## config.mk

```make
export PLATFORM = sky130hd
export DESIGN_NAME = interlaced_planar_palette_blender
export DESIGN_NICKNAME = d
export VERILOG_FILES = /design/src/hdl/ippb_pkg.sv /design/src/hdl/ippb_front.sv /design/src/hdl/ippb_back.sv /design/src/hdl/interlaced_planar_palette_blender.sv
export SDC_FILE = /design/constraint.sdc
export NUM_CORES = 1
export LEC_CHECK = 0
export BUFFER_PORTS_ARGS = -buffer_cell sky130_fd_sc_hd__buf_2
export CORE_MARGIN = 1
export CORE_UTILIZATION = 60
export CTS_CLUSTER_SIZE = 28
export DETAILED_ROUTE_END_ITERATION = 10
export GPL_TIMING_DRIVEN = 0
export PLACE_DENSITY_LB_ADDON = 0.25
export SKIP_CTS_REPAIR_TIMING = 1
export SLEW_MARGIN = 25
export SYNTH_ARGS = -nofsm -noshare
export SYNTH_HDL_FRONTEND = slang
export SYNTH_SLANG_ARGS = --single-unit
```

## constraint.sdc

```tcl
create_clock -name clk -period 10.1 [get_ports clk]
set_input_delay 1.01 -clock clk [delete_from_list [all_inputs] [get_ports clk]]
set_output_delay 1.01 -clock clk [all_outputs]
set_load 0.05 [all_outputs]
```

## src/hdl/ippb_pkg.sv

```systemverilog
// Shared types, constants and color helpers for the interlaced palette blender.
package ippb_pkg;

  localparam int unsigned NUM_PLANES  = 4;
  localparam int unsigned PLANE_W     = 16;
  localparam int unsigned NUM_PIXELS  = 16;
  localparam int unsigned PAL_DEPTH   = 32;
  localparam int unsigned PAL_AW      = $clog2(PAL_DEPTH);
  localparam int unsigned PIX_CNT_W   = $clog2(NUM_PIXELS);
  localparam int unsigned COLOR_W     = 12;
  localparam int unsigned CHAN_W      = 8;
  localparam int unsigned Q_DEPTH     = 2;
  localparam int unsigned Q_PTR_W     = $clog2(Q_DEPTH);
  localparam int unsigned Q_CNT_W     = $clog2(Q_DEPTH + 1);

  // stream widths
  localparam int unsigned IN_TDATA_W  = 144;
  localparam int unsigned IN_TUSER_W  = 2;
  localparam int unsigned OUT_TDATA_W = 24;

  // request kinds carried in tuser bit 0
  localparam logic REQ_PAL_LOAD = 1'b0;
  localparam logic REQ_GROUP    = 1'b1;

  localparam logic [PIX_CNT_W-1:0] LAST_PIX = PIX_CNT_W'(NUM_PIXELS - 1);

  typedef logic [NUM_PLANES-1:0][PLANE_W-1:0] planes_t;

  // one classified word held in the queue between front and back
  typedef struct packed {
    logic                is_group;
    logic [PAL_AW-1:0]   slot;      // {screen_sel, pal_index}
    logic [COLOR_W-1:0]  color;
    planes_t             a_planes;
    planes_t             b_planes;
  } q_entry_t;

  // back-end progress seen by the top level
  typedef struct packed {
    logic                 mid_group;
    logic [PIX_CNT_W-1:0] pix_cnt;
  } back_status_t;

  // STE nibble to 8 bits: bit 3 is the level LSB, level L gives L * 0x11
  function automatic logic [CHAN_W-1:0] ste_expand(input logic [3:0] nib);
    logic [3:0] lvl;
    lvl = {nib[2:0], nib[3]};
    return {lvl, lvl};
  endfunction

  // floor average of two channel values
  function automatic logic [CHAN_W-1:0] avg2(input logic [CHAN_W-1:0] a,
                                             input logic [CHAN_W-1:0] b);
    logic [CHAN_W:0] sum;
    sum = {1'b0, a} + {1'b0, b};
    return sum[CHAN_W:1];
  endfunction

endpackage

```

## src/hdl/ippb_front.sv

```systemverilog
// Front end: unpacks input words, classifies them and queues them for the back end.
module ippb_front (
  input  logic                              clk,
  input  logic                              rst_n,
  input  logic                              in_tvalid,
  output logic                              in_tready,
  input  logic [ippb_pkg::IN_TDATA_W-1:0]   in_tdata,
  input  logic [ippb_pkg::IN_TUSER_W-1:0]   in_tuser,
  output logic                              q_valid,
  output ippb_pkg::q_entry_t                q_entry,
  input  logic                              q_pop
);

  ippb_pkg::q_entry_t                 q_mem_r [ippb_pkg::Q_DEPTH];
  ippb_pkg::q_entry_t                 entry_in;
  logic [ippb_pkg::Q_PTR_W-1:0]       wr_ptr_r, wr_ptr_nxt;
  logic [ippb_pkg::Q_PTR_W-1:0]       rd_ptr_r, rd_ptr_nxt;
  logic [ippb_pkg::Q_CNT_W-1:0]       cnt_r, cnt_nxt;
  logic                               push;
  logic                               pop;

  // decode the word: tuser = {screen_sel, req_type}
  always_comb begin
    entry_in.is_group      = (in_tuser[0] == ippb_pkg::REQ_GROUP);
    entry_in.slot          = {in_tuser[1], in_tdata[3:0]};
    entry_in.color         = in_tdata[15:4];
    entry_in.a_planes[0]   = in_tdata[31:16];
    entry_in.a_planes[1]   = in_tdata[47:32];
    entry_in.a_planes[2]   = in_tdata[63:48];
    entry_in.a_planes[3]   = in_tdata[79:64];
    entry_in.b_planes[0]   = in_tdata[95:80];
    entry_in.b_planes[1]   = in_tdata[111:96];
    entry_in.b_planes[2]   = in_tdata[127:112];
    entry_in.b_planes[3]   = in_tdata[143:128];
  end

  assign in_tready = (cnt_r != ippb_pkg::Q_CNT_W'(ippb_pkg::Q_DEPTH));
  assign push      = in_tvalid && in_tready;
  assign pop       = q_pop && q_valid;
  assign q_valid   = (cnt_r != '0);
  assign q_entry   = q_mem_r[rd_ptr_r];

  // queue pointers and fill count
  always_comb begin
    wr_ptr_nxt = wr_ptr_r;
    rd_ptr_nxt = rd_ptr_r;
    cnt_nxt    = cnt_r;
    if (push) begin
      wr_ptr_nxt = (wr_ptr_r == ippb_pkg::Q_PTR_W'(ippb_pkg::Q_DEPTH - 1)) ? '0
                                                                      : wr_ptr_r + 1'b1;
    end
    if (pop) begin
      rd_ptr_nxt = (rd_ptr_r == ippb_pkg::Q_PTR_W'(ippb_pkg::Q_DEPTH - 1)) ? '0
                                                                      : rd_ptr_r + 1'b1;
    end
    if (push && !pop) begin
      cnt_nxt = cnt_r + 1'b1;
    end else if (pop && !push) begin
      cnt_nxt = cnt_r - 1'b1;
    end
  end

  always_ff @(posedge clk) begin
    if (!rst_n) begin
      wr_ptr_r <= '0;
      rd_ptr_r <= '0;
      cnt_r    <= '0;
    end else begin
      wr_ptr_r <= wr_ptr_nxt;
      rd_ptr_r <= rd_ptr_nxt;
      cnt_r    <= cnt_nxt;
    end
  end

  // queue storage, no reset needed
  always_ff @(posedge clk) begin
    if (push) begin
      q_mem_r[wr_ptr_r] <= entry_in;
    end
  end

endmodule

```

## src/hdl/ippb_back.sv

```systemverilog
// Back end: palette memory, pixel sequencer, color expand and blend, output register.
module ippb_back (
  input  logic                               clk,
  input  logic                               rst_n,
  input  logic                               q_valid,
  input  ippb_pkg::q_entry_t                 q_entry,
  output logic                               q_pop,
  output ippb_pkg::back_status_t             status,
  output logic                               out_tvalid,
  input  logic                               out_tready,
  output logic [ippb_pkg::OUT_TDATA_W-1:0]   out_tdata,
  output logic                               out_tlast
);

  logic [ippb_pkg::COLOR_W-1:0]   pal_mem [ippb_pkg::PAL_DEPTH];

  logic [ippb_pkg::PIX_CNT_W-1:0] pix_cnt_r, pix_cnt_nxt;
  logic                           adv;
  logic                           pal_wr;
  logic                           issue;
  logic                           pix_last;
  logic [ippb_pkg::PIX_CNT_W-1:0] bit_sel;
  logic [3:0]                     idx_a, idx_b;

  logic                           v1_r;
  logic                           last1_r;
  logic [ippb_pkg::COLOR_W-1:0]   col_a_r, col_b_r;

  logic                           out_valid_r;
  logic                           out_last_r;
  logic [ippb_pkg::OUT_TDATA_W-1:0] out_data_r;
  logic [ippb_pkg::OUT_TDATA_W-1:0] blend_px;

  // whole pipe moves when the output register is free or drained
  assign adv      = !out_valid_r || out_tready;
  assign pal_wr   = q_valid && !q_entry.is_group;
  assign issue    = q_valid && q_entry.is_group && adv;
  assign pix_last = (pix_cnt_r == ippb_pkg::LAST_PIX);
  assign q_pop    = pal_wr || (issue && pix_last);

  assign status.mid_group = (pix_cnt_r != '0);
  assign status.pix_cnt   = pix_cnt_r;

  // leftmost pixel is the plane word MSB
  assign bit_sel = ippb_pkg::LAST_PIX - pix_cnt_r;

  always_comb begin
    for (int k = 0; k < ippb_pkg::NUM_PLANES; k++) begin
      idx_a[k] = q_entry.a_planes[k][bit_sel];
      idx_b[k] = q_entry.b_planes[k][bit_sel];
    end
  end

  // pixel counter within a group
  always_comb begin
    pix_cnt_nxt = pix_cnt_r;
    if (issue) begin
      pix_cnt_nxt = pix_last ? '0 : pix_cnt_r + 1'b1;
    end
  end

  always_ff @(posedge clk) begin
    if (!rst_n) begin
      pix_cnt_r <= '0;
    end else begin
      pix_cnt_r <= pix_cnt_nxt;
    end
  end

  // palette memory: one write port, two registered read ports
  always_ff @(posedge clk) begin
    if (pal_wr) begin
      pal_mem[q_entry.slot] <= q_entry.color;
    end
    if (adv) begin
      col_a_r <= pal_mem[{1'b0, idx_a}];
      col_b_r <= pal_mem[{1'b1, idx_b}];
    end
  end

  // read stage control
  always_ff @(posedge clk) begin
    if (!rst_n) begin
      v1_r    <= 1'b0;
      last1_r <= 1'b0;
    end else if (adv) begin
      v1_r    <= issue;
      last1_r <= pix_last;
    end
  end

  // expand and average each channel; red in the low byte
  always_comb begin
    blend_px[7:0]   = ippb_pkg::avg2(ippb_pkg::ste_expand(col_a_r[11:8]),
                                     ippb_pkg::ste_expand(col_b_r[11:8]));
    blend_px[15:8]  = ippb_pkg::avg2(ippb_pkg::ste_expand(col_a_r[7:4]),
                                     ippb_pkg::ste_expand(col_b_r[7:4]));
    blend_px[23:16] = ippb_pkg::avg2(ippb_pkg::ste_expand(col_a_r[3:0]),
                                     ippb_pkg::ste_expand(col_b_r[3:0]));
  end

  // output register
  always_ff @(posedge clk) begin
    if (!rst_n) begin
      out_valid_r <= 1'b0;
    end else if (adv) begin
      out_valid_r <= v1_r;
    end
  end

  always_ff @(posedge clk) begin
    if (adv) begin
      out_data_r <= blend_px;
      out_last_r <= last1_r;
    end
  end

  assign out_tvalid = out_valid_r;
  assign out_tdata  = out_data_r;
  assign out_tlast  = out_last_r;

endmodule

```

## src/hdl/interlaced_planar_palette_blender.sv

```systemverilog
// Top level: two interlaced bitplane screens to blended RGB through line palettes.
// The first pixel of a group is valid after the queue, palette read and output registers.
// A group word gives 16 pixels, one per cycle from the sequencer unless output stalls;
//   palette loads do not wait on the output; a 2-word queue lets input run ahead.
// Reset (rst_n, synchronous, active low) clears queue, sequencer and output valid;
//   palette contents are undefined until loaded.
module interlaced_planar_palette_blender (
  input  logic         clk,
  input  logic         rst_n,
  input  logic         in_tvalid,
  output logic         in_tready,
  // [3:0] pal_index, [15:4] color_word, [31:16] a_plane0, [47:32] a_plane1,
  // [63:48] a_plane2, [79:64] a_plane3, [95:80] b_plane0, [111:96] b_plane1,
  // [127:112] b_plane2, [143:128] b_plane3
  input  logic [143:0] in_tdata,
  // [0] req_type, [1] screen_sel
  input  logic [1:0]   in_tuser,
  output logic         out_tvalid,
  input  logic         out_tready,
  // [7:0] red, [15:8] green, [23:16] blue
  output logic [23:0]  out_tdata,
  // last_pixel
  output logic         out_tlast
);

  logic                    q_valid;
  logic                    q_pop;
  ippb_pkg::q_entry_t      q_entry;
  ippb_pkg::back_status_t  back_st;

  ippb_front u_front (
    .clk       (clk),
    .rst_n     (rst_n),
    .in_tvalid (in_tvalid),
    .in_tready (in_tready),
    .in_tdata  (in_tdata),
    .in_tuser  (in_tuser),
    .q_valid   (q_valid),
    .q_entry   (q_entry),
    .q_pop     (q_pop)
  );

  ippb_back u_back (
    .clk        (clk),
    .rst_n      (rst_n),
    .q_valid    (q_valid),
    .q_entry    (q_entry),
    .q_pop      (q_pop),
    .status     (back_st),
    .out_tvalid (out_tvalid),
    .out_tready (out_tready),
    .out_tdata  (out_tdata),
    .out_tlast  (out_tlast)
  );

  // back end never pops an empty queue
  a_pop_nonempty: assert property (@(posedge clk) disable iff (!rst_n)
    q_pop |-> q_valid)
    else $error("queue popped while empty");

  // a group in progress stays at the queue head
  a_group_held: assert property (@(posedge clk) disable iff (!rst_n)
    back_st.mid_group |-> (q_valid && q_entry.is_group))
    else $error("pixel counter running without a group at the head");

  // an accepted word is in the queue on the next cycle
  a_push_lands: assert property (@(posedge clk) disable iff (!rst_n)
    (in_tvalid && in_tready) |=> q_valid)
    else $error("accepted word missing from the queue");

endmodule
```

==> out/qor.csv, run 1 <==
metric,value,unit
syn_avg_cell_area,17.8,um^2
pwr-share-seq,40.9,%
die_w,222,um
worstSetupStartpointType,flop,
synth_cell_types,52,
chipHeight,222,um
skew,20.4,ps
timing.reg2reg.setup_slack,5640,ps
p_per_area,296,nW/um^2
drive_gt1_share,21.4,%
dp.cells,2426,
synth-edff-count,725,
track_usage,25.1,%
vias,15535,
final.period_utilization,44.2,%
grt_setup_unrepaired,no,
final_antenna_net_count,0,
place_area,30900,um^2
final_common_cell,edfxtp_1,
viasPerCell,6.07,
grt_overflow,0,
synth_cells,1624,
grt_max_degree,51,
nets,2052,
dr.pass1.iters,5,
tightest_slew,1120,ps
hold_depth,0,
cpPeakStageDelay,990,ps
worst-setup-path-type,flop to flop,
cp_max_fo,12,
crit_chain,buf_6 -> buf_6 -> buf_6 -> buf_4 -> buf_1 -> mux2_2 -> nor2_1 -> nand2_1 -> nor2_1,
hold_path_end,u_back.out_tlast,
p_int,6.62,mW
clkLatencyLatePin,620,ps
required,10330,ps
fin_cells,2561,
p_clk_share,26.6,%
min-delay-start,u_back.last1_r,
layout_common_cells,"725 x edfxtp_1, 315 x mux2i_1, 212 x buf_2",
numCtsBuffers,72,
max_freq,224,MHz
hpwlAfterDp,40300,um
status,"complete, no violations",
synth_fp_nets,1791,
drc,0,
coreArea,47600,um^2
design_area,33300,um^2
cts_tree,yes,
ys.flop_type,edfxtp_1,
r2r_cells,9,
htreeDepth,3,
power.leakage,11.7,nW
hold_path_class,flop to flop,
end_kind,flop,
start_util,60.8,%
io_pins,177,
setup_viol,0,
netlist_area,28900,um^2
cts_buffer_depth,3,
switchingPower,3.24,mW
rows,80,
cp_slowest_cell,nor2_1,
cpMostUsedCell,buf_6,
ys_seq_area_share,76.0,%
reg2reg_to,u_back.pal_mem[6][2],
finalHoldViolations,0,
wl_per_cell,23.8,um
drv_cap,0,
first_global_vias,15887,
ys_seq_elements,737,
fillers,2977,
die_area,49100,um^2
drv_slew,0,
synthArstFlopShare,0,%
worstPathArrival,4690,ps
cts.sinks,737,
portBuffers,176,
grt_antenna_before_repair,20,
grt_pass1_wl,91600,um
swShare,32.8,%
slew_headroom,25.2,%
clk_pin_slew,60,ps
syn2layout_area_growth,15.0,%
drt_first_iter_violations,1409,
pwr-share-comb,32.5,%
place_congestion,0.896,
root_buffer,clkbuf_16,
yosysWarnings,0,
wirelength,60900,um
irDropWorstVdd,214,uV
min_period,4460,ps
-- power by group through the flow --
stage               sequential, mW  combinational (mW)  clock, mW
finish                        4.03                3.21       2.62
global route                  4.05                3.40       2.76
CTS                           4.03                3.19       2.65
detailed placement            4.10                3.17          0
global placement              4.15                3.03          0
floorplan                     4.29                2.03          0
-- logic make-up after synthesis --
group	share of synthesized area, %
AOI/OAI and AO/OA	4.37
xor gates and xnor gates	0.666
adders and majority gates	0.813
buffers and inverters	1.96
DFF	76.0
muxes	11.8
and+or+nand+nor	4.32
-- state kept, by name (all words and copies together), names as in the netlist, named ones only --
signal,count
u_back.col_a_r,12
u_back.col_b_r,12
u_back.last1_r,1
u_back.out_tdata,24
u_back.out_tlast,1
u_back.out_tvalid,1
u_back.pal_mem,384
u_back.pix_cnt_r,4
u_back.v1_r,1
u_front.cnt_r,2
u_front.q_mem_r,292
u_front.rd_ptr_r,1
u_front.wr_ptr_r,1
-- synth_stat cells (3+ instances only) --
cell	instances	share of area, %
nor2_1	44	0.57
nand4_1	7	0.15
buf_2	36	0.62
dfxtp_1	12	0.83
a21boi_0	3	0.078
nand3_1	29	0.50
buf_6	17	0.66
clkbuf_1	6	0.078
and2_1	8	0.17
xnor2_1	15	0.45
edfxtp_1	725	75
mux2i_1	315	11
a21o_1	5	0.13
buf_1	6	0.078
mux2_2	16	0.62
buf_4	12	0.31
a22oi_1	57	1.5
inv_1	16	0.21
o22ai_1	61	1.3
o21ai_0	5	0.086
fa_1	3	0.21
nor3_1	50	0.86
or4_1	23	0.60
nand2_1	32	0.41
ha_1	14	0.61
or3_1	13	0.28
o21bai_1	8	0.21
a21oi_1	15	0.26
nand2b_1	6	0.13
nor2b_1	9	0.19
or2_2	3	0.065
mux4_2	4	0.31
o32ai_1	14	0.42
xor2_1	7	0.21
-- layer usage --
layer | global-route usage, % | share of wire, %
met1 | 30.5 | 38
met2 | 42.4 | 50
met4 | 9.32 | 3.4
met3 | 7.45 | 7.8
met5 | 0 | 0.31
-- worst max-delay path, delay by kind of cell, from the launching register on --
family                 cells  cell delay [ps]
and+or+nand+nor            3             1790
buffers and inverters      5             1470
muxes                      1              460
DFF                        1              330
-- worst max path at each step --
stage	cells after the start	end	startpoint
after floorplan	2	u_front.q_mem_r[0][0]	in_tvalid
after global placement	3	u_front.q_mem_r[0][41]	in_tvalid
after detailed placement	9	u_back.pal_mem[22][7]	flop
after CTS	9	u_back.pal_mem[22][3]	flop
after global routing	9	u_back.pal_mem[17][3]	flop
final	9	u_back.pal_mem[6][2]	flop
-- final cells by class --
cell class	count	area, um^2	area share, %
Clock inverter	43	405	1.22
Sequential cell	737	22000	66.1
Tap cell	615	769	2.31
Inverter	16	60.1	0.180
Buffer	77	507	1.52
Timing Repair Buffer	187	1160	3.49
Multi-Input combinational cell	794	6460	19.4
Clock buffer	87	1900	5.71
Antenna cell	5	12.5	0.0376
-- metrics by stage --
step                util (%)  setup TNS (ps)  power [mW]  hold slack, ps  setup WS [ps]
floorplan                  -               0        6.32             408           2260
global placement        64.2         -154540        7.18             420          -1070
detailed placement      64.9               0        7.27             443           5570
CTS                     69.7               0        9.87             477           5450
global route            69.8               0        10.2             490           5420
finish                  69.9               0        9.86             471           5640
No activity file was read; power rests on OpenSTA's default activity.
==> run 2: changes to the inputs <==
==> constraint.sdc (replaced) <==
create_clock -name clk -period 4.4 [get_ports clk]
set_input_delay 0.44 -clock clk [delete_from_list [all_inputs] [get_ports clk]]
set_output_delay 0.44 -clock clk [all_outputs]
set_load 0.05 [all_outputs]
==> run 2 against run 1 <==
Wire length shrank 1.3%. Setup slack lost 5200 ps. Highest routed layer unchanged. Sequential power grew 130%. Utilization shrank 0.12 points. Clock skew grew 2.9 ps. Final area shrank 0.17%.
==> out/qor.csv, run 2 (synthesis results as in run 1) <==
metric,value,unit,change
nets,2057,,+0.24%
syn2layout_area_growth,14.8,%,
p_int,15.1,mW,+130%
cpMostUsedCell,nand2b_1,,
numCtsBuffers,71,,-1.4%
worstSetupStartpointType,flop,,
coreArea,47600,um^2,unchanged
cts_tree,yes,,
grt_overflow,0,,unchanged
final_common_cell,edfxtp_1,,
dr.pass1.iters,5,,unchanged
fin_ws,401,ps,-5230 ps
tightest_slew,963,ps,-155 ps
pwr-share-comb,32.5,%,about the same
status,"complete, no violations",,
end_kind,flop,,
p_clk_share,26.2,%,-0.4 points
drv_cap,0,,unchanged
cp-startpoint,u_back.pix_cnt_r[1],,
viasPerCell,6.00,,-1.0%
drt_first_iter_violations,1174,,-17%
worstPathArrival,4310,ps,-380 ps
reg2reg_to,u_back.col_a_r[0],,
crit_end,u_back.col_a_r[0],,
power.leakage,11.7,nW,-0.31%
r2r_cells,10,,+1
hold_path_class,input pin to flop,,
grt_antenna_before_repair,15,,-25%
track_usage,24.6,%,-0.48 points
design_area,33200,um^2,-0.17%
cts_buffer_depth,3,,unchanged
place_ws,-109,ps,-5680 ps
rows,80,,unchanged
min_period,4000,ps,-466 ps
wl_per_cell,23.4,um,-1.6%
pwr-share-seq,41.3,%,+0.4 points
drv_slew,0,,unchanged
final.period_utilization,90.9,%,+47 points
regMostFlops,u_back.pal_mem,,
setup_viol,0,,unchanged
p_per_area,674,nW/um^2,+130%
io_pins,177,,unchanged
max_freq,250,MHz,+12%
die_w,222,um,unchanged
clkLatencyLatePin,610,ps,about the same
cts.sinks,737,,unchanged
root_buffer,clkbuf_16,,
met1_length,23400,um,+0.73%
crit_chain,buf_2 -> nor2b_1 -> nand3_1 -> nand4_1 -> nand2b_1 -> buf_4 -> nand2b_1 -> clkbuf_1 -> o32ai_1 -> or3_1,,
grt_max_degree,48,,-5.9%
largest_reg_flops,384,,unchanged
timing.reg2reg.setup_slack,400,ps,-5230 ps
final_antenna_net_count,0,,unchanged
swShare,32.6,%,-0.22 points
cp_max_fo,10,,-2
drive_gt1_share,21.2,%,-0.28 points
skew,23.3,ps,+2.87 ps
worstReg2RegStart,u_back.pix_cnt_r[1],,
routed-wl-met2,31100,um,+1.4%
vias,15413,,-0.79%
fillers,2992,,+0.50%
finalHoldViolations,0,,unchanged
grt_setup_unrepaired,no,,
cpPeakStageDelay,790,ps,-200 ps
htreeDepth,3,,unchanged
drc,0,,unchanged
hpwlAfterDp,39900,um,-1.1%
wirelength,60100,um,-1.3%
irDropWorstVdd,406,uV,+90%
chipHeight,222,um,unchanged
clk_pin_slew,60,ps,about the same
start_util,60.8,%,unchanged
required,4710,ps,-5620 ps
first_global_vias,15808,,-0.50%
place_congestion,0.895,,-0.15%
grt_pass1_wl,90300,um,-1.5%
layout_common_cells,"725 x edfxtp_1, 315 x mux2i_1, 212 x buf_2",,
wl_met3,3940,um,-17%
switchingPower,7.31,mW,+130%
maxUsedRoutingLayer,met5,,
slew_headroom,35.7,%,+10 points
place_area,30800,um^2,-0.19%
portBuffers,176,,unchanged
worst-setup-path-type,flop to flop,,
die_area,49100,um^2,unchanged
cp_slowest_cell,nor2b_1,,
run 2: changes by cell type in the layout (fill, tap and decap cells not counted), sizes merged:
cell,previous run,this run
dlygate4sd3,0,8
diode,5,9
buf,258,256
clkinv,32,30
clkinvlp,3,1
clkbuf,93,92
inv,18,19
run 2: through the flow:
step | power (mW) | std cells | util, % | hold WS, ps | TNS [ps]
after floorplan | 14.4 | 1624 | - | 408 | 0
after global placement | 16.4 | 2415 | 64.2 | 419 | 0
after detailed placement | 16.6 | 2425 | 64.7 | 438 | -5530
after CTS | 22.4 | 2551 | 69.4 | -7.85 | -14610
after global routing | 23.2 | 2561 | 69.7 | 1.45 | 0
final | 22.4 | 2567 | 69.7 | 13.6 | 0
run 2: area by class of cell:
class,count,area (um^2),share of cell area (%)
Antenna cell,9,22.5,0.0678
Inverter,16,60.1,0.181
Tap cell,615,769,2.32
Sequential cell,737,22000,66.2
Timing Repair Buffer,194,1180,3.54
Multi-Input combinational cell,794,6460,19.5
Buffer,76,503,1.51
Clock inverter,40,355,1.07
Clock buffer,86,1860,5.61
run 2: how the worst min path moves through the flow:
stage | startpoint | to | slack (ps) | cells after the start
2_1_floorplan | u_back.last1_r | u_back.out_tlast | 410 | 0
6_report | in_tdata[37] | u_front.q_mem_r[0][85] | 10 | 1
5_1_grt | in_tdata[105] | u_front.q_mem_r[0][25] | 1 | 1
3_5_place_dp | u_back.last1_r | u_back.out_tlast | 440 | 0
4_1_cts | in_tdata[136] | u_front.q_mem_r[0][56] | -8 | 1
3_3_place_gp | u_back.last1_r | u_back.out_tlast | 420 | 0
run 2: metal layers:
layer,vias to the layer above,GRT usage [%]
met1,7698,30.5
met2,514,43.2
met5,-,0
li1,7056,-
met4,14,7.44
met3,131,5.53
run 2: critical path: cells and delay by family (launching register included):
family,cells,cell delay (ps)
flops,1,390
buf+inv,3,900
simple gates,6,2170
compound gates,1,210
run 2: power by group through the flow:
stage	clock, mW	combinational [mW]	sequential (mW)
floorplan	0	4.66	9.78
global placement	0	6.97	9.43
detailed placement	0	7.24	9.41
CTS	5.90	7.27	9.26
global route	6.15	7.74	9.31
finish	5.86	7.28	9.26
